### config.mk
export PLATFORM = sky130hd
export DESIGN_NAME = tcw_front
export DESIGN_NICKNAME = d
export VERILOG_FILES = /design/src/sv/tcw_pkg.sv /design/src/sv/tcw_front.sv
export SDC_FILE = /design/constraint.sdc
export NUM_CORES = 1
export LEC_CHECK = 0
export BUFFER_PORTS_ARGS = -buffer_cell sky130_fd_sc_hd__buf_4
export CELL_PAD_IN_SITES_DETAIL_PLACEMENT = 0
export CELL_PAD_IN_SITES_GLOBAL_PLACEMENT = 1
export CORE_MARGIN = 2
export CORE_UTILIZATION = 15
export DETAILED_ROUTE_END_ITERATION = 7
export PLACE_DENSITY_LB_ADDON = 0.05
export SLEW_MARGIN = 20
export SYNTH_ARGS = -nofsm -noshare
export SYNTH_HDL_FRONTEND = slang
export SYNTH_SLANG_ARGS = --single-unit
### constraint.sdc
create_clock -name vclk -period 2.7
set_clock_uncertainty 0.2 [all_clocks]
set_input_delay 0.675 -clock vclk [all_inputs]
set_output_delay 0.675 -clock vclk [all_outputs]
set_load 0.02 [all_outputs]
### src/sv/tcw_pkg.sv
package tcw_pkg;

   localparam int COLS_DEF     = 80;
   localparam int ROWS_DEF     = 25;
   localparam int CONSOLES_DEF = 8;

   localparam int CON_IDX_W = 3;
   localparam int RD_ADDR_W = 14;
   localparam int CHAR_W    = 8;
   localparam int COLOR_W   = 4;
   localparam int CELL_W    = CHAR_W + 2 * COLOR_W;

   // depth must be a power of two, pointers wrap naturally
   localparam int QUEUE_DEPTH = 2;

   localparam logic FUNC_WRITE = 1'b0;
   localparam logic FUNC_READ  = 1'b1;

   localparam logic [CHAR_W-1:0] CHR_NEWLINE = 8'h0A;
   localparam logic [CHAR_W-1:0] CHR_BACK    = 8'h08;
   localparam logic [CHAR_W-1:0] CHR_DEL     = 8'h7F;
   localparam logic [CHAR_W-1:0] CHR_SPACE   = 8'h20;

   // high nibble of the color-setting codes
   localparam logic [3:0] FG_GROUP = 4'h0;
   localparam logic [3:0] BG_GROUP = 4'h1;

   localparam logic [COLOR_W-1:0] FG_RESET = 4'hF;
   localparam logic [COLOR_W-1:0] BG_RESET = 4'h0;
   localparam logic [CELL_W-1:0]  BLANK_CELL = {BG_RESET, FG_RESET, CHR_SPACE};

   typedef enum logic [2:0] {
      OP_NONE,
      OP_READ,
      OP_NEWLINE,
      OP_DEL,
      OP_BACK,
      OP_FG,
      OP_BG,
      OP_PUT
   } op_type;

   typedef struct packed {
      op_type                op;
      logic [CON_IDX_W-1:0]  con;
      logic [CHAR_W-1:0]     chr;
      logic                  last;
      logic [RD_ADDR_W-1:0]  addr;
   } cmd_type;

   typedef enum logic [3:0] {
      S_CLEAR,
      S_IDLE,
      S_PREP,
      S_CELL_ADDR,
      S_DEL_RD,
      S_DEL_WR,
      S_PUT_WR,
      S_SCROLL,
      S_CURSOR,
      S_RESP
   } back_state_type;

endpackage

### src/sv/tcw_front.sv
module tcw_front #(
   parameter int CONSOLES = tcw_pkg::CONSOLES_DEF
) (
   input  logic                             start,
   input  logic                             busy,
   input  logic                             req_func,
   input  logic [tcw_pkg::CON_IDX_W-1:0]    req_console_index,
   input  logic [tcw_pkg::CHAR_W-1:0]       req_data_byte,
   input  logic                             req_last_of_write,
   input  logic [tcw_pkg::RD_ADDR_W-1:0]    req_read_address,
   output logic                             push,
   output tcw_pkg::cmd_type                 cmd
);
   import tcw_pkg::*;

   logic con_ok;

   assign push   = start & ~busy;
   assign con_ok = int'(req_console_index) < CONSOLES;

   always_comb begin
      cmd.con  = req_console_index;
      cmd.chr  = req_data_byte;
      cmd.last = req_last_of_write;
      cmd.addr = req_read_address;
      if (req_func == FUNC_READ) begin
         cmd.op = OP_READ;
      end else if (!con_ok) begin
         cmd.op = OP_NONE;
      end else if (req_data_byte == CHR_NEWLINE) begin
         cmd.op = OP_NEWLINE;
      end else if (req_data_byte == CHR_DEL) begin
         cmd.op = OP_DEL;
      end else if (req_data_byte == CHR_BACK) begin
         cmd.op = OP_BACK;
      end else if (req_data_byte[7:4] == FG_GROUP) begin
         cmd.op = OP_FG;
      end else if (req_data_byte[7:4] == BG_GROUP) begin
         cmd.op = OP_BG;
      end else begin
         cmd.op = OP_PUT;
      end
   end

endmodule

# Word level (Yosys, flattened, before mapping)
# Index checks and enable logic that the tools add are counted.
# totals
ff_bits	0
input_bits	29
output_inout_bits	30
word_cells	13
# classes
eq_ne	4
muxes	6
bitwise	2
reduce_logical	1
# ops
cell	n
$eq 8x4->1 const B	2
$mux 3	3
$eq 8x7->1 const B	1
$eq 4x1->1 const B	1
$logic_not 4->1	1
$mux 2	2
$and 1x1->1	1
$mux 1	1
$not 1->1	1

# Depth between registers and ports, before layout
# depth
depth_word	7
depth_mapped	2
depth_no_buf	2

# Worst setup path before layout
# OpenSTA, ideal clock, no wires.
# synth_timing
path_type	in2out
startpoint	in req_data_byte[5] (netlist bit)
endpoint	out cmd[28] (netlist bit)
arrival_time_ns	1.483
t_required_ns	1.825
path_slack_ns	0.342
path_stages	2
n_path_buf	0
path_cell_list	and4_2 > a221oi_1
# synth_lines
item	line	text
from (decl)	tcw_front.sv:8	input logic [tcw_pkg::CHAR_W-1:0] req_data_byte,
to (decl)	tcw_front.sv:12	output tcw_pkg::cmd_type cmd

==> summary.txt <==
Outcome
  • Outcome: finished, final reports clean

Global route
  • First-pass GRT wire length: 848 um
  • GRT Util Overall: 4.904%
  • Vias in the first global route: 194
  • Overflow after GRT: 0
  • Largest net degree at the start of global routing: 6
  • Initial antenna violation count: 0

Route
  • Via count: 232
  • First-pass iteration count of the detailed router: 2
  • Final ANT Viol Nets: 0
  • DRC viols: 0
  • Routed len/inst: 11.66 um
  • WL final: 688 um
  • DR iter-0 viols: 1
  • Vias per cell: 3.932

Clocking
  • Hold Buf Count CTS: 0
  • Post-CTS setup repair buffer count: 0
  • Post-CTS Resized: 0

Logic synthesis
  • Synth Net Count: 66
  • Ys Warns: 0
  • Register area share after synthesis: 0%
  • Avg Synthesized Cell Area: 7.676 um2
  • Mapped Area: 284.0 um2
  • Post-Synthesis Cells: 37
  • Library cells used by synthesis: 11

Run
  • Max cap viols: 0

Worst hold path
  • WHS Path Cells: 0
  • Hold Path Class: input pin to output port

Pwr
  • Leak pwr: 0.1365 nW
  • Comb power frac: 100.0%
  • Switch share: 48.43%
  • Clock power share: 0%
  • PwrDens: 164.2 mW/mm2
  • Reg power frac: 0%
  • Internal: 0.02479 mW
  • P_sw: 0.02328 mW
  • VDD IR-drop max: 32.28 uV

Floorplan
  • Initial core utilization: 16.27%
  • Die H: 47.52 um
  • Num rows: 15
  • Area of the die: 0.002258 mm2
  • Die W: 47.52 um
  • Core ar.: 0.001745 mm2
  • Io pins: 59

Timing
  • Worst-Margin Slew: 0.3342 ns
  • Post-route clock period utilization: 87.64%
  • Fin Setup TNS: 0 ns
  • RSZ-0062 raised after global routing: false
  • Final hold viol count: 0
  • Minimum clock period: 2.366 ns
  • Slew Limit Fails: 0
  • Max Freq: 422.6 MHz
  • Slew headroom: 77.52%
  • Final setup viols: 0

Worst setup path
  • CP arrival: 1.49 ns
  • CP Depth: 4
  • WS Path Type: input pin to output port
  • WP data required: 1.82 ns
  • Crit-path max FO: 5
  • Buf+Inv Stages, Crit Path: 2
  • CP most frequent cell: buf_4
  • Element type at the critical path end: output port
  • CP top delay family: buffers and inverters
  • CP cell instances: buf_4 > and4b_1 > a221oi_1 > buf_4
  • Slowest CP cell: a221oi_1
  • Worst path max stage delay: 0.29 ns
  • Startpoint type of the worst setup path: input pin

Place
  • Placed cell count: 59
  • PortBufs: 23
  • Detailed Place HPWL: 596.4 um
  • Final GP Congestion: 0.5343

Layout
  • Clkbuf count: 0
  • Number of diodes: 0
  • Share of layout cells above drive strength 1: 70.59%
  • Syn-to-layout area delta: 3.084%
  • Non-filler cells, final: 59
  • Nets: 65
  • FF+latch count: 0
  • Reg area: 0 um2
## power groups by stage
stage          Clock, mW  Sequential (mW)  Combinational [mW]
2_1_floorplan          0                0              0.0649
3_3_place_gp           0                0              0.0498
3_5_place_dp           0                0              0.0490
4_1_cts                0                0              0.0491
5_1_grt                0                0              0.0517
6_report               0                0              0.0481
## final timing paths
path                              from      end  slack, ns
setup / recovery      req_data_byte[3]  cmd[28]       0.33
hold / removal    req_read_address[12]  cmd[12]       1.15
## cells in the mapped netlist
master | instances | area share, %
nor3b_1 | 1 | 2.6
nor4_1 | 2 | 4.4
and4bb_1 | 1 | 4.4
and4_2 | 1 | 3.5
buf_4 | 26 | 69
nand4bb_1 | 1 | 4.0
a221oi_1 | 1 | 3.1
nor2b_1 | 1 | 2.2
o21ai_0 | 1 | 1.8
and4b_1 | 1 | 3.5
a21oi_1 | 1 | 1.8
## placed cells by master (no fill, tap or decap)
| cell type | n |
|---|---|
| buf_4 | 23 |
| nor4_1 | 2 |
| nand4bb_1 | 1 |
| a21oi_1 | 1 |
| nor3b_1 | 1 |
| o21ai_0 | 1 |
| nor2b_1 | 1 |
| and4bb_1 | 1 |
| and4_2 | 1 |
| and4b_1 | 1 |
| a221oi_1 | 1 |
## layout make-up
type                            count  area (um2)
Fill cell                         211        1453
Multi-Input combinational cell     11       88.84
Tap cell                           25       31.28
Timing Repair Buffer               23       172.7
## kinds of logic after synthesis
kind of cell / after synthesis / share of synthesized area (%)
buffers and inverters: 26 / 68.72
AO/OA/AOI/OAI: 3 / 6.605
AND/OR/NAND/NOR: 8 / 24.67
## metrics by stage
stage	cell area (um2)	hold slack, ns	setup slack (ns)	util [%]	total power [mW]
global placement	292.8	1.150	0.3375	16.77	0.04980
floorplan	284.0	1.227	0.3416	-	0.06493
finish	292.8	1.150	0.3337	16.77	0.04808
global route	292.8	1.150	0.2948	16.77	0.05170
CTS	292.8	1.150	0.3233	16.77	0.04912
detailed placement	292.8	1.150	0.3269	16.77	0.04899
## routing by layer
metal / track usage [%] / vias to the layer above / share of wire (%) / wire length, um
li1: - / 98 / - / -
met1: 4.667 / 96 / 26 / 180
met2: 9.459 / 24 / 48 / 333
met3: 0 / 14 / 18 / 122
met4: 4.444 / 0 / 7.4 / 51
met5: 0 / - / 0 / 0
Power figures use the tool's default switching activity.
