--- src/sv/tcw_pkg.sv ---
package tcw_pkg;

   localparam int COLS_DEF     = 80;
   localparam int ROWS_DEF     = 25;
   localparam int CONSOLES_DEF = 8;

   localparam int CON_IDX_W = 3;
   localparam int RD_ADDR_W = 14;
   localparam int CHAR_W    = 8;
   localparam int COLOR_W   = 4;
   localparam int CELL_W    = CHAR_W + 2 * COLOR_W;

   // depth must be a power of two, pointers wrap naturally
   localparam int QUEUE_DEPTH = 2;

   localparam logic FUNC_WRITE = 1'b0;
   localparam logic FUNC_READ  = 1'b1;

   localparam logic [CHAR_W-1:0] CHR_NEWLINE = 8'h0A;
   localparam logic [CHAR_W-1:0] CHR_BACK    = 8'h08;
   localparam logic [CHAR_W-1:0] CHR_DEL     = 8'h7F;
   localparam logic [CHAR_W-1:0] CHR_SPACE   = 8'h20;

   // high nibble of the color-setting codes
   localparam logic [3:0] FG_GROUP = 4'h0;
   localparam logic [3:0] BG_GROUP = 4'h1;

   localparam logic [COLOR_W-1:0] FG_RESET = 4'hF;
   localparam logic [COLOR_W-1:0] BG_RESET = 4'h0;
   localparam logic [CELL_W-1:0]  BLANK_CELL = {BG_RESET, FG_RESET, CHR_SPACE};

   typedef enum logic [2:0] {
      OP_NONE,
      OP_READ,
      OP_NEWLINE,
      OP_DEL,
      OP_BACK,
      OP_FG,
      OP_BG,
      OP_PUT
   } op_type;

   typedef struct packed {
      op_type                op;
      logic [CON_IDX_W-1:0]  con;
      logic [CHAR_W-1:0]     chr;
      logic                  last;
      logic [RD_ADDR_W-1:0]  addr;
   } cmd_type;

   typedef enum logic [3:0] {
      S_CLEAR,
      S_IDLE,
      S_PREP,
      S_CELL_ADDR,
      S_DEL_RD,
      S_DEL_WR,
      S_PUT_WR,
      S_SCROLL,
      S_CURSOR,
      S_RESP
   } back_state_type;

endpackage

--- src/sv/tcw_queue.sv ---
module tcw_queue (
   input  logic              clock,
   input  logic              reset,
   input  logic              push,
   input  tcw_pkg::cmd_type  push_cmd,
   input  logic              pop,
   output tcw_pkg::cmd_type  head_cmd,
   output logic              empty,
   output logic              full
);
   import tcw_pkg::*;

   localparam int QW = (QUEUE_DEPTH > 1) ? $clog2(QUEUE_DEPTH) : 1;

   cmd_type        slot_ff [QUEUE_DEPTH];
   logic [QW-1:0]  wr_ptr_ff;
   logic [QW-1:0]  rd_ptr_ff;
   logic [QW:0]    count_ff;
   logic           do_push;
   logic           do_pop;

   assign empty    = count_ff == '0;
   assign full     = count_ff == (QW+1)'(QUEUE_DEPTH);
   assign do_push  = push & ~full;
   assign do_pop   = pop & ~empty;
   assign head_cmd = slot_ff[rd_ptr_ff];

   always_ff @(posedge clock) begin
      if (reset) begin
         wr_ptr_ff <= '0;
         rd_ptr_ff <= '0;
         count_ff  <= '0;
      end else begin
         if (do_push) wr_ptr_ff <= wr_ptr_ff + QW'(1);
         if (do_pop)  rd_ptr_ff <= rd_ptr_ff + QW'(1);
         if (do_push && !do_pop) begin
            count_ff <= count_ff + (QW+1)'(1);
         end else if (!do_push && do_pop) begin
            count_ff <= count_ff - (QW+1)'(1);
         end
      end
   end

   always_ff @(posedge clock) begin
      if (do_push) slot_ff[wr_ptr_ff] <= push_cmd;
   end

endmodule

--- config.mk ---
export PLATFORM = sky130hd
export DESIGN_NAME = tcw_queue
export DESIGN_NICKNAME = d
export VERILOG_FILES = /design/src/sv/tcw_pkg.sv /design/src/sv/tcw_queue.sv
export SDC_FILE = /design/constraint.sdc
export NUM_CORES = 1
export LEC_CHECK = 0
export BUFFER_PORTS_ARGS = -buffer_cell sky130_fd_sc_hd__buf_2
export CORE_MARGIN = 1.5
export CORE_UTILIZATION = 55
export CTS_CLUSTER_DIAMETER = 50
export CTS_CLUSTER_SIZE = 10
export DETAILED_ROUTE_END_ITERATION = 10
export PLACE_DENSITY = 0.92
export RECOVER_POWER = 100
export SYNTH_ARGS = -nofsm -noshare
export SYNTH_HDL_FRONTEND = slang
export SYNTH_SLANG_ARGS = --single-unit
export TNS_END_PERCENT = 30
--- constraint.sdc ---
create_clock -name clock -period 3.5 [get_ports clock]
set_clock_uncertainty 0.15 [all_clocks]
set_input_delay 0 -clock clock [delete_from_list [all_inputs] [get_ports clock]]
set_output_delay 0 -clock clock [all_outputs]
set_load 0.02 [all_outputs]
== Word level (Yosys, flattened, before mapping) ==
Memory sizes are Yosys's and may differ from the RTL's. A register that Yosys moved wholly into a read port is not among the register bits.
Cells that the tools add are included.

* Equal/unequal tests: 1
* Bitwise operators: 4
* Multiplexer cells: 6
* Reduce and logical (&&, ||, !) cells: 6
* Add/subtract/negate cells: 4

{| class="wikitable"
|+ Operator list
! operator !! number
|-
| 2-to-1 mux 1 bit || 4
|-
| 2-to-1 mux 2 bit || 2
|-
| adder 1 bit (second input constant) || 2
|-
| adder 2 x 1 -> 2 bit (second input constant) || 1
|-
| bitwise AND 1 bit || 2
|-
| == test 2 bit (second input constant) || 1
|-
| logical AND 1 bit || 2
|-
| zero test 1 bit || 2
|-
| zero test 2 bit || 1
|-
| NOT 1 bit || 2
|-
| nonzero test 2 bit || 1
|-
| subtractor 2 x 1 -> 2 bit (second input constant) || 1
|}

* Flip-flop bits (word level): 4
* Memory bits (writable): 58
* Input bits: 33
* Memories: 1

{| class="wikitable"
|+ Memories
! memory !! words !! bits a word !! read ports !! clocked after memory_dff !! write ports !! line !! text
|-
| slot_ff || 2 || 29 || 1 || 1 || 1 || tcw_queue.sv:15 || <nowiki>cmd_type slot_ff [QUEUE_DEPTH];</nowiki>
|}

== Depth between registers and ports, before layout ==
* Depth in word-level cells: 7
* Depth in mapped cells: 6

== Least setup slack after synthesis ==
OpenSTA, ideal clock, no wires.

* Kind: register to register
* Start: register count_ff[1]
* End: memory slot_ff[0][0] in the netlist's numbering (enable)
* Arrival: 1433 ps
* Clock period less this slack: 1966 ps
* Buffers on the path: 0
* Cell stages (with the launch flop): 4
* Slack: 1534 ps
* Path through: dfxtp_1 -> nor2b_2 -> or3_1 -> inv_1

* Word-level cells in the longest chain between the ends: 5

{| class="wikitable"
|+ RTL lines
! what !! line !! text
|-
| start, declared || tcw_queue.sv:18 || <nowiki>logic [QW:0] count_ff;</nowiki>
|-
| start signal, assigned || tcw_queue.sv:37 || <nowiki>count_ff <= count_ff + (QW+1)'(1);</nowiki>
|-
| start signal, assigned || tcw_queue.sv:39 || <nowiki>count_ff <= count_ff - (QW+1)'(1);</nowiki>
|-
| == test 2 bit || tcw_queue.sv:23 || <nowiki>assign full = count_ff == (QW+1)'(QUEUE_DEPTH);</nowiki>
|-
| named net full || tcw_queue.sv:9 || <nowiki>output logic full</nowiki>
|-
| NOT 1 bit || tcw_queue.sv:24 || <nowiki>assign do_push = push & ~full;</nowiki>
|-
| bitwise AND 1 bit || tcw_queue.sv:24 ||
|-
| 2-to-1 mux 1 bit || tcw_queue.sv:45 || <nowiki>if (do_push) slot_ff[wr_ptr_ff] <= push_cmd;</nowiki>
|-
| 2-to-1 mux 1 bit (not written as such) || tcw_queue.sv:45 ||
|-
| end, declared || tcw_queue.sv:15 ||
|}

The timed path passes the listed nets, and every way through them passes these cells.

== Worst setup path after layout ==
* Start: register count_ff[0]
* End: memory slot_ff[1][20] in the netlist's numbering (enable)

* Word-level cells in the longest chain between the ends: 5

{| class="wikitable"
|+ RTL lines
! what !! line !! text
|-
| == test 2 bit || tcw_queue.sv:23 ||
|-
| NOT 1 bit || tcw_queue.sv:24 ||
|-
| bitwise AND 1 bit || tcw_queue.sv:24 ||
|-
| named net do_push || tcw_queue.sv:19 || <nowiki>logic do_push;</nowiki>
|-
| 2-to-1 mux 1 bit || tcw_queue.sv:45 ||
|-
| 2-to-1 mux 1 bit (not written as such) || tcw_queue.sv:45 ||
|}

The timed path passes the listed nets, and every way through them passes these cells.

==> flow_results.org <==
** Run status
- Outcome :: finished with violations
- Failing checks :: max-capacitance violations, max-slew violations

** Place
- Post-DP HPWL :: 2530 microns
- During placement, the flow inserted port buffers numbering 63.
- Placement-stage cell area :: 2670 sq um
- At the end of routability-driven placement, the weighted congestion stood at 0.690.

** Setup path
- At the worst endpoint, the arrival time is 2330 ps.
- STA classifies the critical path startpoint as a register.
- Data required time of the worst path :: 3280 ps
- Slowest stage cell, crit path :: sky130_fd_sc_hd__clkbuf_1
- Critical path type :: register to register
- For this run, the slowest stage of the critical path takes 1170 ps.
- The endpoint identified for the worst register-to-register timing path is slot_ff[1][20].
- Counting both buffers and inverters, the worst setup path holds a total of 1.
- Startpoint of the worst register-to-register path :: count_ff[0]
- The number of cells on the worst reg-to-reg path is 4.
- Cell family with the largest share of critical-path delay :: buffers and inverters
- Critical-path cell list :: nor2b_1 -> nor2_1 -> and2_0 -> clkbuf_1
- In this run the worst path has a maximum fanout of 29.
- Register-to-register setup slack :: 950 ps
- Kind of end point of the critical path :: register

** Timing
- The final hold violation count was 0.
- Transition time at the pin with the least slew margin :: 1620 ps
- Based on the critical path, the design can be clocked at up to 0.392 GHz.
- Fin crit period :: 2550 ps
- The count of pins over their slew limit is 30.
- Setup repair after global routing left no endpoint under its margin.
- Setup total negative slack on the finished layout was measured at 0 ps.
- Setup violations remaining at the end of the flow were counted as 0.
- The worst pin sits at a relative slew slack of -0.0780.
- Dividing the final minimum period by the clock period gives 0.729.

** CTS
- Gates resized during post-CTS repair numbered 0.
- Clock root buffer :: sky130_fd_sc_hd__clkbuf_8
- Clk sinks :: 63
- Clk slew on worst S/H paths :: 70 ps
- Buffers added to address setup during post-CTS repair amount to 0.
- The later pin in the worst-skew pair is clocked with a latency of 330 ps.
- Clock tree from TritonCTS :: done
- The H-tree was split into 3 levels.
- The clock passes through at most 2 buffers.
- The number of clock buffers added by TritonCTS is 9.
- In this run, post-CTS hold repair placed 32 buffers.

** Power and ir drop
- Summed over all cells, the static leakage comes to 0.00109 uW.
- Pwr Density :: 722 nW/um^2
- IR Drop Worst-Case VDD :: 631 uV

** Detailed routing
- DRT Wirelength :: 4380 microns
- The first detailed-routing pass ran for 4 iterations.
- In the routed design, unresolved DRC markers number 0.
- Routed vias :: 1369
- Final ANT Viol Nets :: 0
- After the first detailed-routing iteration, the DRC count stood at 140.
- Via count normalized by instance count :: 5.00
- WL/cell :: 16.0 microns

** Global route
- The first global-routing pass estimated 6730 microns of wire.
- Across every metal layer, demand over resource in global routing totals 0.219.
- The number of antenna violations at the first check in global routing is 0.
- The total overflow left after global routing is 0.
- Entering global routing, the biggest net connects 30 pins.
- Number of global-route vias before repair :: 1481

** Die
- The die covers 4590 sq um.
- In this run the standard cell core region covers 4030 sq um.
- The initial utilization of the core area, before any placement, comes to 0.572.
- Pin placement for this block handled 64 I/O pins.
- Site Rows :: 23
- Chip width :: 67.8 microns
- From bottom edge to top edge, the die measures 67.8 microns.

** Job
- Max-cap violations in this run came to 1.

** Yosys
- The compound-gate portion of the synthesized area came to 0.0109.
- Post-Syn Area :: 2310 sq um
- Counting distinct cell types in the post-synthesis netlist gives 14.
- When the netlist entered floorplanning its net count stood at 149.
- Proportion of synthesized area in mux cells :: 0.142
- Of the total synthesized cell area, the portion taken by XOR and XNOR cells is 0.0114.
- Synthesis handed over a netlist of 115 instances.
- By area, the combinational part of the netlist is dominated by multiplexers.
- Simple-gate share of the synthesized area :: 0.0201
- The average instance in the mapped netlist occupies 20.1 sq um.
- Flip-flop and latch count after synthesis :: 63
- During synthesis, Yosys emitted a total of 0 warnings.
- The share of the Yosys chip area taken by registers is 0.799.
- Of the total synthesized cell area, the portion taken by full adders, half adders and majority gates is 0.00543.

** Final layout
- Fraction of final layout cells sized beyond drive strength 1 :: 0.232
- The finished cells cover 3130 sq um.
- The repair_antennas step left the layout with diodes totalling 0.
- Synthesis-to-finish area growth :: 35.6%
- The final layout contains 253 nets.
- Fill cell count :: 262

** Worst hold path
- For hold timing, the worst endpoint is slot_ff[1][23].
- Along the worst hold path, the cell count comes to 2.
- In this run the most critical hold path is launched from push_cmd[23].
- In this run the worst hold path is classified as primary input to register.
## logic make-up after synthesis
group	Yosys count
flops	63
mux	29
simple gates	9
compound gates	5
buf+inv	5
xor+xnor	3
fa+ha+maj	1
## routing by layer
layer,GRT usage,vias up,wire [microns]
met5,0,-,0
met4,0.0918,0,45
met3,0.0917,4,320
met2,0.382,55,2270
met1,0.232,657,1740
li1,-,653,-
## worst max path at each step
stage,endpoint,startpoint,cells after the start
after floorplan,slot_ff[0][0],count_ff[1],3
after global placement,slot_ff[0][10],count_ff[1],3
after global routing,slot_ff[1][16],count_ff[0],4
after CTS,head_cmd[9],register,2
after detailed placement,slot_ff[0][15],count_ff[0],3
final,slot_ff[1][20],count_ff[0],4
## cell usage in the layout, fill, tap and decap left out, drive strengths merged
cell         count
xor2             3
edfxtp          58
dfxtp            5
and2             1
dlygate4sd3     32
or3              2
o21ai            3
nor2             5
clkinv           3
inv              2
a21oi            2
clkbuf          63
buf             12
ha               1
bufinv           2
mux2            29
nor2b            1
## layout make-up
type | instances | area (sq um) | share of cell area
flip-flops and latches | 63 | 1840 | 0.589
repair buffers | 96 | 577 | 0.184
multi-input cells | 47 | 434 | 0.139
clock buffers | 11 | 131 | 0.0420
clock inverters | 5 | 72.6 | 0.0232
well taps | 50 | 62.6 | 0.0200
inverters | 2 | 7.51 | 0.00240
## flip-flops by register name, summed over array words and instances (netlist names), named ones only
register and count:
wr_ptr_ff 1, slot_ff 58, rd_ptr_ff 1, count_ff 2
## worst reg2reg max path: cells and delay by family, from the launching register on
kind	cells	cell delay [ps]
buf+inv	1	1170
flops	1	430
simple gates	3	380
## synth_stat cells (all sizes together)
cell / number / share of area
or3: 2 / 0.0054
a21oi: 2 / 0.0043
and2: 1 / 0.0027
nor2b: 1 / 0.0038
buf: 3 / 0.0087
nor2: 5 / 0.0081
dfxtp: 5 / 0.043
edfxtp: 58 / 0.76
mux2: 29 / 0.14
ha: 1 / 0.0054
xor2: 3 / 0.011
inv: 2 / 0.0033
o21ai: 3 / 0.0065
## power breakdown
part / switching [uW] / internal (uW) / total [uW]
clock: 256 / 395 / 651
sequential: 79.3 / 953 / 1030
combinational: 346 / 228 / 574
## metrics by stage
| stage | setup slack (ps) | total power (uW) | utilization | std cells | hold slack [ps] |
|---|---|---|---|---|---|
| final | 948 | 2260 | 0.776 | 274 | 239 |
| after global routing | 710 | 2370 | 0.776 | 274 | 235 |
| after CTS | 1210 | 2300 | 0.793 | 274 | 224 |
| after floorplan | 1530 | 1440 | - | 115 | -80.9 |
| after global placement | 1370 | 1590 | 0.663 | 226 | 41.8 |
| after detailed placement | 1270 | 1620 | 0.663 | 226 | 40.7 |
(Power assumes the default switching activity.)
